**src/sv/sorted_stream_merge_assert.svh**
```systemverilog
// Assertion macros for the sorted stream merge block.
// Included by the module that carries the concurrent checks; no other dependencies.
`ifndef SORTED_STREAM_MERGE_ASSERT_SVH
`define SORTED_STREAM_MERGE_ASSERT_SVH

// Same-cycle implication, disabled while reset is high.
`define SSM_ASSERT_NOW(label, clk, rst, ante, cons) \
  label: assert property (@(posedge clk) disable iff (rst) (ante) |-> (cons)) \
    else $error("sorted_stream_merge: same-cycle check failed");

// Next-cycle implication, disabled while reset is high.
`define SSM_ASSERT_NEXT(label, clk, rst, ante, cons) \
  label: assert property (@(posedge clk) disable iff (rst) (ante) |=> (cons)) \
    else $error("sorted_stream_merge: next-cycle check failed");

`endif

```
**src/sv/ssm_pkg.sv**
```systemverilog
// Shared types and constants for the sorted stream merge block.
// No dependencies; imported by ssm_pick and sorted_stream_merge.
package ssm_pkg;

  // Element width, fixed by the payload format.
  localparam int VALUE_WIDTH = 32;
  // Default per-list buffer depth.
  localparam int DEFAULT_BUFFER_DEPTH = 32;

  typedef enum logic [1:0] {
    STAT_DATA  = 2'd0,
    STAT_FULL  = 2'd1,
    STAT_ENDED = 2'd2,
    STAT_DONE  = 2'd3
  } status_t;

  typedef struct packed {
    logic                          list_sel;
    logic                          has_value;
    logic signed [VALUE_WIDTH-1:0] value;
    logic                          ends_list;
  } item_t;

  typedef struct packed {
    logic signed [VALUE_WIDTH-1:0] out_value;
    status_t                       status;
    logic                          run_last;
  } result_t;

  // Verdict of the head comparator.
  typedef struct packed {
    logic                          take_second;
    logic signed [VALUE_WIDTH-1:0] value;
  } pick_t;

  typedef enum logic [1:0] {
    ST_IDLE,
    ST_APPLY,
    ST_CHECK,
    ST_CMP
  } state_t;

endpackage

```
**src/sv/ssm_ram.sv**
```systemverilog
// Generic single-port-write, single-port-read RAM with registered read data.
// No dependencies.
module ssm_ram #(
  parameter int WIDTH = 32,
  parameter int DEPTH = 32
) (
  input  logic                     clk,
  input  logic                     we,
  input  logic [$clog2(DEPTH)-1:0] waddr,
  input  logic [WIDTH-1:0]         wdata,
  input  logic [$clog2(DEPTH)-1:0] raddr,
  output logic [WIDTH-1:0]         rdata
);

  logic [WIDTH-1:0] mem [DEPTH];

  // Write port
  always_ff @(posedge clk) begin
    if (we) begin
      mem[waddr] <= wdata;
    end
  end

  // Registered read port
  always_ff @(posedge clk) begin
    rdata <= mem[raddr];
  end

endmodule

```
**src/sv/ssm_pick.sv**
```systemverilog
// Head comparator: chooses which buffer head leaves next.
// Depends on ssm_pkg for the element width and the verdict struct.
module ssm_pick (
  input  logic signed [ssm_pkg::VALUE_WIDTH-1:0] first_head,
  input  logic signed [ssm_pkg::VALUE_WIDTH-1:0] second_head,
  input  logic                                   first_avail,
  input  logic                                   second_avail,
  output ssm_pkg::pick_t                         pick
);
  import ssm_pkg::*;

  logic first_less;

  // Signed compare; a tie sends the second list's head first
  assign first_less = first_head < second_head;

  always_comb begin
    pick.take_second = second_avail && (!first_avail || !first_less);
    pick.value       = pick.take_second ? second_head : first_head;
  end

endmodule

```
**src/sv/sorted_stream_merge.sv**
```systemverilog
// Two-way merge of ascending signed sequences. Each input transfer tags a value with its
// list and may end that list; values wait in one RAM buffer per list (BUFFER_DEPTH entries).
// After each item the block emits the smaller head while a decision is possible (ties: second
// list first), drains one list once the other has ended, and sends a completion result when
// both lists have ended and drained. Pushes into a full buffer or an ended list are dropped
// and reported. run_last marks the final result of each item. An item is taken in ST_IDLE
// and applied in ST_APPLY; then each merged element passes ST_CHECK (buffer RAM read) and
// ST_CMP (compare and pop through the single head comparator), and a final ST_CHECK ends
// the item. An item dropped because its list has ended goes from ST_APPLY back to ST_IDLE.
// A full result register stalls the sequence wherever a result is due. item_ready is high
// only between items; one finished result may wait in the output register while the next
// item is taken.
`include "sorted_stream_merge_assert.svh"

module sorted_stream_merge #(
  parameter int BUFFER_DEPTH = ssm_pkg::DEFAULT_BUFFER_DEPTH
) (
  input  logic             clk,
  input  logic             rst,
  input  logic             item_valid,
  output logic             item_ready,
  input  ssm_pkg::item_t   item,
  output logic             result_valid,
  input  logic             result_ready,
  output ssm_pkg::result_t result
);
  import ssm_pkg::*;

  localparam int PTR_W = $clog2(BUFFER_DEPTH);
  localparam int CNT_W = $clog2(BUFFER_DEPTH + 1);

  // True when another result follows for this item, given the buffer state
  function automatic logic more_follow(input logic [CNT_W-1:0] fc,
                                       input logic [CNT_W-1:0] sc,
                                       input logic fe,
                                       input logic se,
                                       input logic wd);
    logic merge_ok;
    logic done_ok;
    merge_ok = (fc != '0 && sc != '0) || (fc != '0 && se) || (sc != '0 && fe);
    done_ok  = !wd && fe && se && fc == '0 && sc == '0;
    return merge_ok || done_ok;
  endfunction

  state_t state, state_next;

  item_t             item_q;
  logic              was_done;
  logic              first_ended, second_ended;
  logic [CNT_W-1:0]  first_count, second_count;
  logic [PTR_W-1:0]  first_rptr, first_wptr, second_rptr, second_wptr;
  logic [VALUE_WIDTH-1:0] first_head, second_head;

  logic    slot_free;
  logic    sel_ended, sel_full, need_emit, apply_go;
  logic    fe_apply, se_apply;
  logic    merge_ok, done_ok;
  logic    emit;
  result_t emit_res;
  logic    push_first, push_second, pop_first, pop_second;
  logic    set_first_end, set_second_end;
  logic    capture;
  logic [CNT_W-1:0] fc_pop, sc_pop;
  pick_t   pick;
  logic    counts_ok, pop_ok, emit_done, emit_ended;

  // Buffers
  ssm_ram #(.WIDTH(VALUE_WIDTH), .DEPTH(BUFFER_DEPTH)) u_first_ram (
    .clk   (clk),
    .we    (push_first),
    .waddr (first_wptr),
    .wdata (item_q.value),
    .raddr (first_rptr),
    .rdata (first_head)
  );

  ssm_ram #(.WIDTH(VALUE_WIDTH), .DEPTH(BUFFER_DEPTH)) u_second_ram (
    .clk   (clk),
    .we    (push_second),
    .waddr (second_wptr),
    .wdata (item_q.value),
    .raddr (second_rptr),
    .rdata (second_head)
  );

  // Shared head comparator
  ssm_pick u_pick (
    .first_head   ($signed(first_head)),
    .second_head  ($signed(second_head)),
    .first_avail  (first_count != '0),
    .second_avail (second_count != '0),
    .pick         (pick)
  );

  // Decode the held item and the buffer state
  assign slot_free = !result_valid || result_ready;
  assign sel_ended = item_q.list_sel ? second_ended : first_ended;
  assign sel_full  = (item_q.list_sel ? second_count : first_count) == CNT_W'(BUFFER_DEPTH);
  assign need_emit = sel_ended || (item_q.has_value && sel_full);
  assign apply_go  = !need_emit || slot_free;
  assign fe_apply  = first_ended || (!sel_ended && item_q.ends_list && !item_q.list_sel);
  assign se_apply  = second_ended || (!sel_ended && item_q.ends_list && item_q.list_sel);
  assign merge_ok  = (first_count != '0 && second_count != '0)
                  || (first_count != '0 && second_ended)
                  || (second_count != '0 && first_ended);
  assign done_ok   = !was_done && first_ended && second_ended
                  && first_count == '0 && second_count == '0;
  assign fc_pop    = pick.take_second ? first_count : first_count - CNT_W'(1);
  assign sc_pop    = pick.take_second ? second_count - CNT_W'(1) : second_count;

  // Next state
  always_comb begin
    state_next = state;
    unique case (state)
      ST_IDLE: begin
        if (item_valid) state_next = ST_APPLY;
      end
      ST_APPLY: begin
        if (apply_go) state_next = sel_ended ? ST_IDLE : ST_CHECK;
      end
      ST_CHECK: begin
        if (merge_ok) begin
          state_next = ST_CMP;
        end else if (!done_ok || slot_free) begin
          state_next = ST_IDLE;
        end
      end
      ST_CMP: begin
        if (slot_free) state_next = ST_CHECK;
      end
      default: state_next = ST_IDLE;
    endcase
  end

  // Datapath controls
  always_comb begin
    item_ready     = 1'b0;
    capture        = 1'b0;
    emit           = 1'b0;
    emit_res       = '{out_value: '0, status: STAT_DATA, run_last: 1'b0};
    push_first     = 1'b0;
    push_second    = 1'b0;
    pop_first      = 1'b0;
    pop_second     = 1'b0;
    set_first_end  = 1'b0;
    set_second_end = 1'b0;
    unique case (state)
      ST_IDLE: begin
        item_ready = 1'b1;
        capture    = item_valid;
      end
      ST_APPLY: begin
        if (apply_go) begin
          if (sel_ended) begin
            emit     = 1'b1;
            emit_res = '{out_value: '0, status: STAT_ENDED, run_last: 1'b1};
          end else begin
            if (item_q.has_value) begin
              if (sel_full) begin
                emit     = 1'b1;
                emit_res = '{out_value: '0, status: STAT_FULL,
                             run_last: !more_follow(first_count, second_count,
                                                    fe_apply, se_apply, was_done)};
              end else begin
                push_first  = !item_q.list_sel;
                push_second = item_q.list_sel;
              end
            end
            set_first_end  = item_q.ends_list && !item_q.list_sel;
            set_second_end = item_q.ends_list && item_q.list_sel;
          end
        end
      end
      ST_CHECK: begin
        if (!merge_ok && done_ok && slot_free) begin
          emit     = 1'b1;
          emit_res = '{out_value: '0, status: STAT_DONE, run_last: 1'b1};
        end
      end
      ST_CMP: begin
        if (slot_free) begin
          emit       = 1'b1;
          emit_res   = '{out_value: pick.value, status: STAT_DATA,
                         run_last: !more_follow(fc_pop, sc_pop, first_ended,
                                                second_ended, was_done)};
          pop_first  = !pick.take_second;
          pop_second = pick.take_second;
        end
      end
      default: begin
        item_ready = 1'b0;
      end
    endcase
  end

  // Sequencer state
  always_ff @(posedge clk) begin
    if (rst) begin
      state <= ST_IDLE;
    end else begin
      state <= state_next;
    end
  end

  // Hold the accepted item and whether the merge had already finished
  always_ff @(posedge clk) begin
    if (capture) begin
      item_q   <= item;
      was_done <= first_ended && second_ended;
    end
  end

  // Buffer bookkeeping
  always_ff @(posedge clk) begin
    if (rst) begin
      first_count  <= '0;
      second_count <= '0;
      first_rptr   <= '0;
      first_wptr   <= '0;
      second_rptr  <= '0;
      second_wptr  <= '0;
      first_ended  <= 1'b0;
      second_ended <= 1'b0;
    end else begin
      if (push_first) begin
        first_count <= first_count + CNT_W'(1);
        first_wptr  <= (first_wptr == PTR_W'(BUFFER_DEPTH - 1)) ? '0 : first_wptr + PTR_W'(1);
      end else if (pop_first) begin
        first_count <= first_count - CNT_W'(1);
        first_rptr  <= (first_rptr == PTR_W'(BUFFER_DEPTH - 1)) ? '0 : first_rptr + PTR_W'(1);
      end
      if (push_second) begin
        second_count <= second_count + CNT_W'(1);
        second_wptr  <= (second_wptr == PTR_W'(BUFFER_DEPTH - 1)) ? '0
                                                                  : second_wptr + PTR_W'(1);
      end else if (pop_second) begin
        second_count <= second_count - CNT_W'(1);
        second_rptr  <= (second_rptr == PTR_W'(BUFFER_DEPTH - 1)) ? '0
                                                                  : second_rptr + PTR_W'(1);
      end
      if (set_first_end) first_ended <= 1'b1;
      if (set_second_end) second_ended <= 1'b1;
    end
  end

  // Output register: load on emit, drop on transfer
  always_ff @(posedge clk) begin
    if (rst) begin
      result_valid <= 1'b0;
    end else if (emit) begin
      result_valid <= 1'b1;
    end else if (result_ready) begin
      result_valid <= 1'b0;
    end
  end

  always_ff @(posedge clk) begin
    if (emit) begin
      result <= emit_res;
    end
  end

  // Terms for the checks
  assign counts_ok  = (first_count <= CNT_W'(BUFFER_DEPTH))
                   && (second_count <= CNT_W'(BUFFER_DEPTH));
  assign pop_ok     = (pop_first && first_count != '0) || (pop_second && second_count != '0);
  assign emit_done  = emit && emit_res.status == STAT_DONE;
  assign emit_ended = emit && emit_res.status == STAT_ENDED;

  // Checks
  `SSM_ASSERT_NOW(a_count_bound, clk, rst, 1'b1, counts_ok)
  `SSM_ASSERT_NOW(a_pop_nonempty, clk, rst, pop_first || pop_second, pop_ok)
  `SSM_ASSERT_NEXT(a_done_last, clk, rst, emit_done, result_valid && result.run_last)
  `SSM_ASSERT_NEXT(a_drop_keeps_end, clk, rst, emit_ended, $stable({first_ended, second_ended}))

endmodule

```
**config.mk**
```make
export PLATFORM = sky130hd
export DESIGN_NAME = sorted_stream_merge
export DESIGN_NICKNAME = d
export VERILOG_FILES = /design/src/sv/ssm_pkg.sv /design/src/sv/ssm_ram.sv /design/src/sv/ssm_pick.sv /design/src/sv/sorted_stream_merge.sv
export VERILOG_INCLUDE_DIRS = /design/src /design/src/sv
export SDC_FILE = /design/constraint.sdc
export NUM_CORES = 2
export LEC_CHECK = 0
export BUFFER_PORTS_ARGS = -buffer_cell sky130_fd_sc_hd__buf_2
export CAP_MARGIN = 20
export CELL_PAD_IN_SITES_DETAIL_PLACEMENT = 0
export CELL_PAD_IN_SITES_GLOBAL_PLACEMENT = 1
export CORE_MARGIN = 10
export CORE_UTILIZATION = 50
export DETAILED_ROUTE_END_ITERATION = 12
export PLACE_DENSITY = 0.78
export SYNTH_ARGS = -nofsm -noshare
export SYNTH_HDL_FRONTEND = slang
export SYNTH_SLANG_ARGS = --single-unit
```
**constraint.sdc**
```tcl
create_clock -name clk -period 4.75 [get_ports clk]
set_input_delay 0.95 -clock clk [delete_from_list [all_inputs] [get_ports clk]]
set_output_delay 0.95 -clock clk [all_outputs]
set_load 0.005 [all_outputs]
```
Yosys cells after proc, flatten, opt, wreduce, memory -nomap -nowiden
Memories as Yosys holds them, arrays and structs flattened. A register that Yosys moved wholly into a read port is not among the register bits.
Index checks and enable logic that the tools add are counted.

cells by class
  equal/unequal tests = 12
  add/sub/neg operators = 8
  bitwise logic cells = 2
  muxes and demuxes = 62
  reduce and logical (&&, ||, !) cells = 70
  shifts and indexed selects = 0
  div/mod/pow operators = 0
  order comparisons = 1
  $mul = 0

operator list
  operator               count
  $pmux W35 S3           1
  $mux W6                7
  $mux W1                35
  $mux W35               1
  $lt A32 B32 Y1         1
  $mux W32               1
  $logic_and A1 B1 Y1    28
  $logic_not A6 Y1       4
  $reduce_bool A6 Y1     4
  $add A5 B1 Y5 const B  4
  $eq A5 B5 Y1 const B   4
  $mux W5                4
  $mux W2                8
  $logic_or A1 B1 Y1     15
  $add A6 B1 Y6 const B  2
  $logic_not A1 Y1       12
  $sub A6 B1 Y6 const B  2
  $mux W3                3
  $pmux W2 S4            1
  $eq A6 B6 Y1 const B   1
  $ne A2 B2 Y1 const B   3
  $reduce_bool A2 Y1     3
  $eq A2 B2 Y1 const B   2
  $reduce_and A2 Y1      2
  other kinds (6)        7

storage, ports and cells
  memory bits (read-only) = 0
  register bits = 108
  bits of input ports = 39
  output and inout bits = 37
  bits in latches = 0
  bits in writable memories = 2048
  word-level logic and storage cells = 175
  memories kept = 2

memories
  name              words  width  rd ports  clocked after Yosys merged registers in  wr ports  line           RTL
  u_first_ram.mem   32     32     1         1                                        1         ssm_ram.sv:15  logic [WIDTH-1:0] mem [DEPTH];
  u_second_ram.mem  32     32     1         1                                        1         ssm_ram.sv:15

Longest topological paths before layout
  depth after elaboration = 16
  depth in mapped cells = 13
  gate-level depth less buffers = 11

Cells and area by module
Synthesis repeated with hierarchy kept, for this count alone.

second synthesis, totals
  cells, all modules = 5073
  area total of the unflattened synthesis = 86848.3 um^2

modules (own cells, without submodules)
  module                  area each (um^2)  cells an instance  seq. area each (um^2)  times used
  ssm_ram (u_first_ram)   40492.6           2260               31390.1                1
  ssm_ram (u_second_ram)  40485.1           2260               31390.1                1
  sorted_stream_merge     4647.0            406                2872.8                 1
  ssm_pick                1223.7            147                0.0                    1

Worst setup path before layout
No wires, ideal clock.

  kind = input-to-reg
  start point = input result_ready
  end point = memory u_second_ram.mem[31][0], enable pin
  path buffers = 0
  data arrival time = 3574 ps
  stages = 5
  data required time = 4329 ps
  library setup time = 421 ps
  setup slack = 755 ps
  cells stage by stage = nand2b_1 -> o21bai_1 -> a2111oi_2 -> nand2_1 -> nor2_1

between the ends
  word-level cells in the longest chain between the ends = 6

ends and longest elaborated chain
  what                           line                        RTL
  start: declaration             sorted_stream_merge.sv:24   input logic result_ready,
  $logic_or A1 B1 Y1             sorted_stream_merge.sv:96   assign slot_free = !result_valid || result_ready;
  $logic_or A1 B1 Y1             sorted_stream_merge.sv:100  assign apply_go = !need_emit || slot_free;
  $mux W1                        sorted_stream_merge.sv:153  if (apply_go) begin
  $mux W1                        sorted_stream_merge.sv:147  unique case (state)
  $mux W1                        ssm_ram.sv:19               if (we) begin
  $mux W1 (implied by the code)  ssm_ram.sv:20               mem[waddr] <= wdata;
  end: declaration               ssm_ram.sv:15

No other way between the ends.

Final worst setup path
  start point = register u_second_ram.rdata[21], read port of u_second_ram.mem
  end point = register first_count[4]

between the ends
  word-level cells in the longest chain between the ends = 8

ends and longest elaborated chain
  what                                 line                        RTL
  start: declaration                   ssm_ram.sv:12               output logic [WIDTH-1:0] rdata
  $lt A32 B32 Y1                       ssm_pick.sv:15              assign first_less = first_head < second_head;
  $logic_not A1 Y1                     ssm_pick.sv:18              pick.take_second = second_avail && (!first_avail || !first_less);
  $logic_or A1 B1 Y1                   ssm_pick.sv:18
  $logic_and A1 B1 Y1                  ssm_pick.sv:18
  $logic_not A1 Y1                     sorted_stream_merge.sv:186  pop_first = !pick.take_second;
  $mux W1                              sorted_stream_merge.sv:181  if (slot_free) begin
  $mux W1                              sorted_stream_merge.sv:147
  $reduce_bool A2 Y1 (no source line)  --
  end signal: assignment               sorted_stream_merge.sv:226  first_count <= first_count + CNT_W'(1);
  end signal: assignment               sorted_stream_merge.sv:229  first_count <= first_count - CNT_W'(1);
  end: declaration                     sorted_stream_merge.sv:50   logic [CNT_W-1:0] first_count, second_count;

No other way between the ends.
A chain may end at the register's enable or synchronous reset.

==> metrics.cfg <==
[detailed_routing]
finalWirelength_mm=205
drt_iter0_markers=5160
routed.top_layer=met5
wl_met2_mm=105
wl_per_cell_um=32.3
dr_wl_met3_mm=16.0
ant_nets=0
vias=39400
vias_per_cell=6.21
route.detailed.drc=0
first_pass_iters=5
wl_met1_mm=78.8

[global_route]
grt_pass1_wl_mm=295
grt_max_degree=65
antenna_found_initial=23
gr-total-overflow=0
grt_pass1_vias=39800
grt_usage=0.220

[logic_synthesis]
synthesis.area_sq_um=84700
ys_warn_count=0
yosys.area.top_type=edfxtp_1
yosysSeqAreaShare=0.775
syn_inst=3662
syn-mean-instance-area_sq_um=23.1
netlist.area_leader.share=0.751
syn_nets=3750
yosysMostFrequentCell=edfxtp_1
synthArstFlopShare=0
yosysUniqueCellTypes=64
synth_area_leaders=edfxtp_1, mux4_2, dfxtp_1
synth_edf_count=2119
yosys_most_used_dff=edfxtp_1
synth-seq-cells=2220
synthTopCellsByCount=edfxtp_1, mux4_2, clkbuf_1

[cells_and_area]
drive_gt1_frac=0.328
fillCellCount=12000
nets=4030
area_delta_synth_final_pct=13.7
fin_util=0.571

[timing]
grt_setup_unrepaired=no
setup_viol=0
fmax_mhz=266
finalSetupTns_ns=0
hold_viol_final=0
final.period_utilization=0.792
min_period_ns=3.76
worst_pin_slew_ns=1.06
fin_skew_ns=0.0493
final-max-slew-violation-count=0
timing.hold.ws_ns=0.284
slew_headroom=0.290

[worst_setup_path]
crit_fanout=35
crit_type=reg2reg
cp-start-kind=flip-flop
worstPathArrival_ns=4.47
r2r_slack_ns=0.99
setup.worst_path.end=first_count[4]
startpoint=u_second_ram.rdata[21]
timing.rr.start=u_second_ram.rdata[21]
cp-end-kind=flip-flop
rr_worst_depth=12
rr_endpoint=first_count[4]
required_ns=5.46

[clock_network]
cts_buffers=211
post-cts-setup-buffers=0
cts_tree=done
cts_max_level=4
clock_path_buffers=3
clk_pin_slew_worst_paths_ns=0.06
cts_resized=0
postCtsHoldBufs=0
clk-insertion-delay-late_ns=0.85
root_buffer=clkbuf_16
numClockSinks=2220

[floorplanning]
row_count=151
core_region_area_sq_um=169000
io_pins=76
die_w_um=432
start_util=0.502
die_h_um=432
dieArea_sq_um=186000

[power]
peakVddDrop_mv=0.386
p_leak_nw=29.2
p_per_area_nw_per_um2=402

[job]
maxCapViolations=0

[placement]
gp_congestion=0.838
dp_hpwl_mm=124
io_buffer_count=75

[worst_hold_path]
hp-class=in2reg

[outcome]
status=complete, no violations

[metrics by stage]
step,std cells,worst slack (ns),total power (W),area (sq um)
after floorplan,3662,0.755,0.0223,84700
after global placement,5939,0.813,0.0227,89400
after detailed placement,5946,0.775,0.0228,89600
after CTS,6339,0.970,0.0390,96300
after global routing,6341,0.777,0.0398,96400
final,6344,0.988,0.0387,96400
[worst min-delay path by stage]
stage,endpoint,slack (ns),from,depth (start not counted)
after floorplan,first_wptr[3],0.49,first_wptr[3],2
after global placement,first_count[1],0.52,first_count[1],2
after detailed placement,second_wptr[1],0.54,second_wptr[1],2
after CTS,item_q[5],0.22,item[5],1
after global routing,item_q[31],0.24,item[31],1
final,item_q[16],0.28,item[16],1
[where the power goes]
part | internal, W | total (W) | switching [W]
clock network | 0.00918 | 0.0164 | 0.00717
registers | 0.0215 | 0.0216 | 0.0000564
logic | 0.000184 | 0.000766 | 0.000582
total | 0.0309 | 0.0387 | 0.00781
[sequential cells by signal (all words and copies together) (netlist names)]
| signal | flops |
|---|---|
| first_ended | 1 |
| second_ended | 1 |
| u_first_ram.mem | 1024 |
| second_count | 6 |
| first_rptr | 5 |
| was_done | 1 |
| u_second_ram.mem | 1024 |
| result_valid | 1 |
| u_first_ram.rdata | 32 |
| result | 35 |
| first_count | 6 |
| second_rptr | 5 |
| state | 2 |
| first_wptr | 5 |
| item_q | 35 |
| second_wptr | 5 |
| u_second_ram.rdata | 32 |
[critical path: stages (launching register included)]
cell and delay [ns]:
dfxtp_1 0.34, inv_1 0.05, ha_1 0.28, a21oi_1 0.18, o21ai_0 0.18, a221o_1 0.35, a211o_2 0.35, a31oi_4 0.25
mux2i_2 0.23, buf_4 0.20, nand2_2 0.48, a32oi_1 0.38, mux2_2 0.36
[cells in the final DEF (no fill, tap or decap), types with 4 or more instances in the layout]
cell type | synthesis | layout
inv_1 | 41 | 41
nor2b_1 | 8 | 8
diode_2 | 0 | 4
buf_16 | 0 | 8
nand2b_1 | 6 | 6
o21ai_0 | 18 | 18
clkinv_1 | 0 | 47
clkinv_2 | 0 | 36
nand3_1 | 21 | 20
nand4_1 | 6 | 6
mux2_2 | 71 | 71
and3_1 | 7 | 7
a211oi_1 | 5 | 5
dfxtp_1 | 101 | 91
buf_12 | 0 | 36
a21oi_1 | 78 | 78
clkinvlp_4 | 0 | 11
or4_1 | 4 | 4
dfxtp_4 | 0 | 8
buf_4 | 0 | 129
or3b_2 | 5 | 5
ha_1 | 49 | 49
clkbuf_16 | 0 | 213
edfxtp_1 | 2119 | 2119
mux2i_1 | 4 | 4
a31oi_1 | 10 | 10
and2_1 | 5 | 4
nand2_1 | 108 | 107
nand3b_1 | 9 | 9
mux4_2 | 640 | 640
nor3_1 | 12 | 12
nor2_1 | 104 | 38
inv_6 | 0 | 4
clkbuf_1 | 130 | 53
bufinv_16 | 0 | 16
buf_2 | 4 | 75
nor2_4 | 0 | 66
[final cells by class]
type                       instances  area (sq um)  area share
antenna                            4          10.0    0.000104
clock buffer                     269          5570      0.0578
multi-input combinational       1220         18700       0.194
tap                             2218          2780      0.0288
sequential                      2220         65700       0.682
inverter                          41           154     0.00160
timing repair buffer             248          2280      0.0237
clock inverter                   124          1160      0.0121
[cell families after synthesis]
group,synth area share
DFF,0.775
muxes,0.180
and+or+nand+nor,0.0170
buffers and inverters,0.0101
AOI/OAI and AO/OA,0.00978
adders and majority gates,0.00724
xor gates and xnor gates,0.000620
[routing by layer]
layer / track usage / up-vias
li1: - / 16100
met1: 0.302 / 21100
met2: 0.371 / 1979
met3: 0.0353 / 265
met4: 0.0582 / 4
met5: 0 / -
No activity file was read; power rests on OpenSTA's default activity.
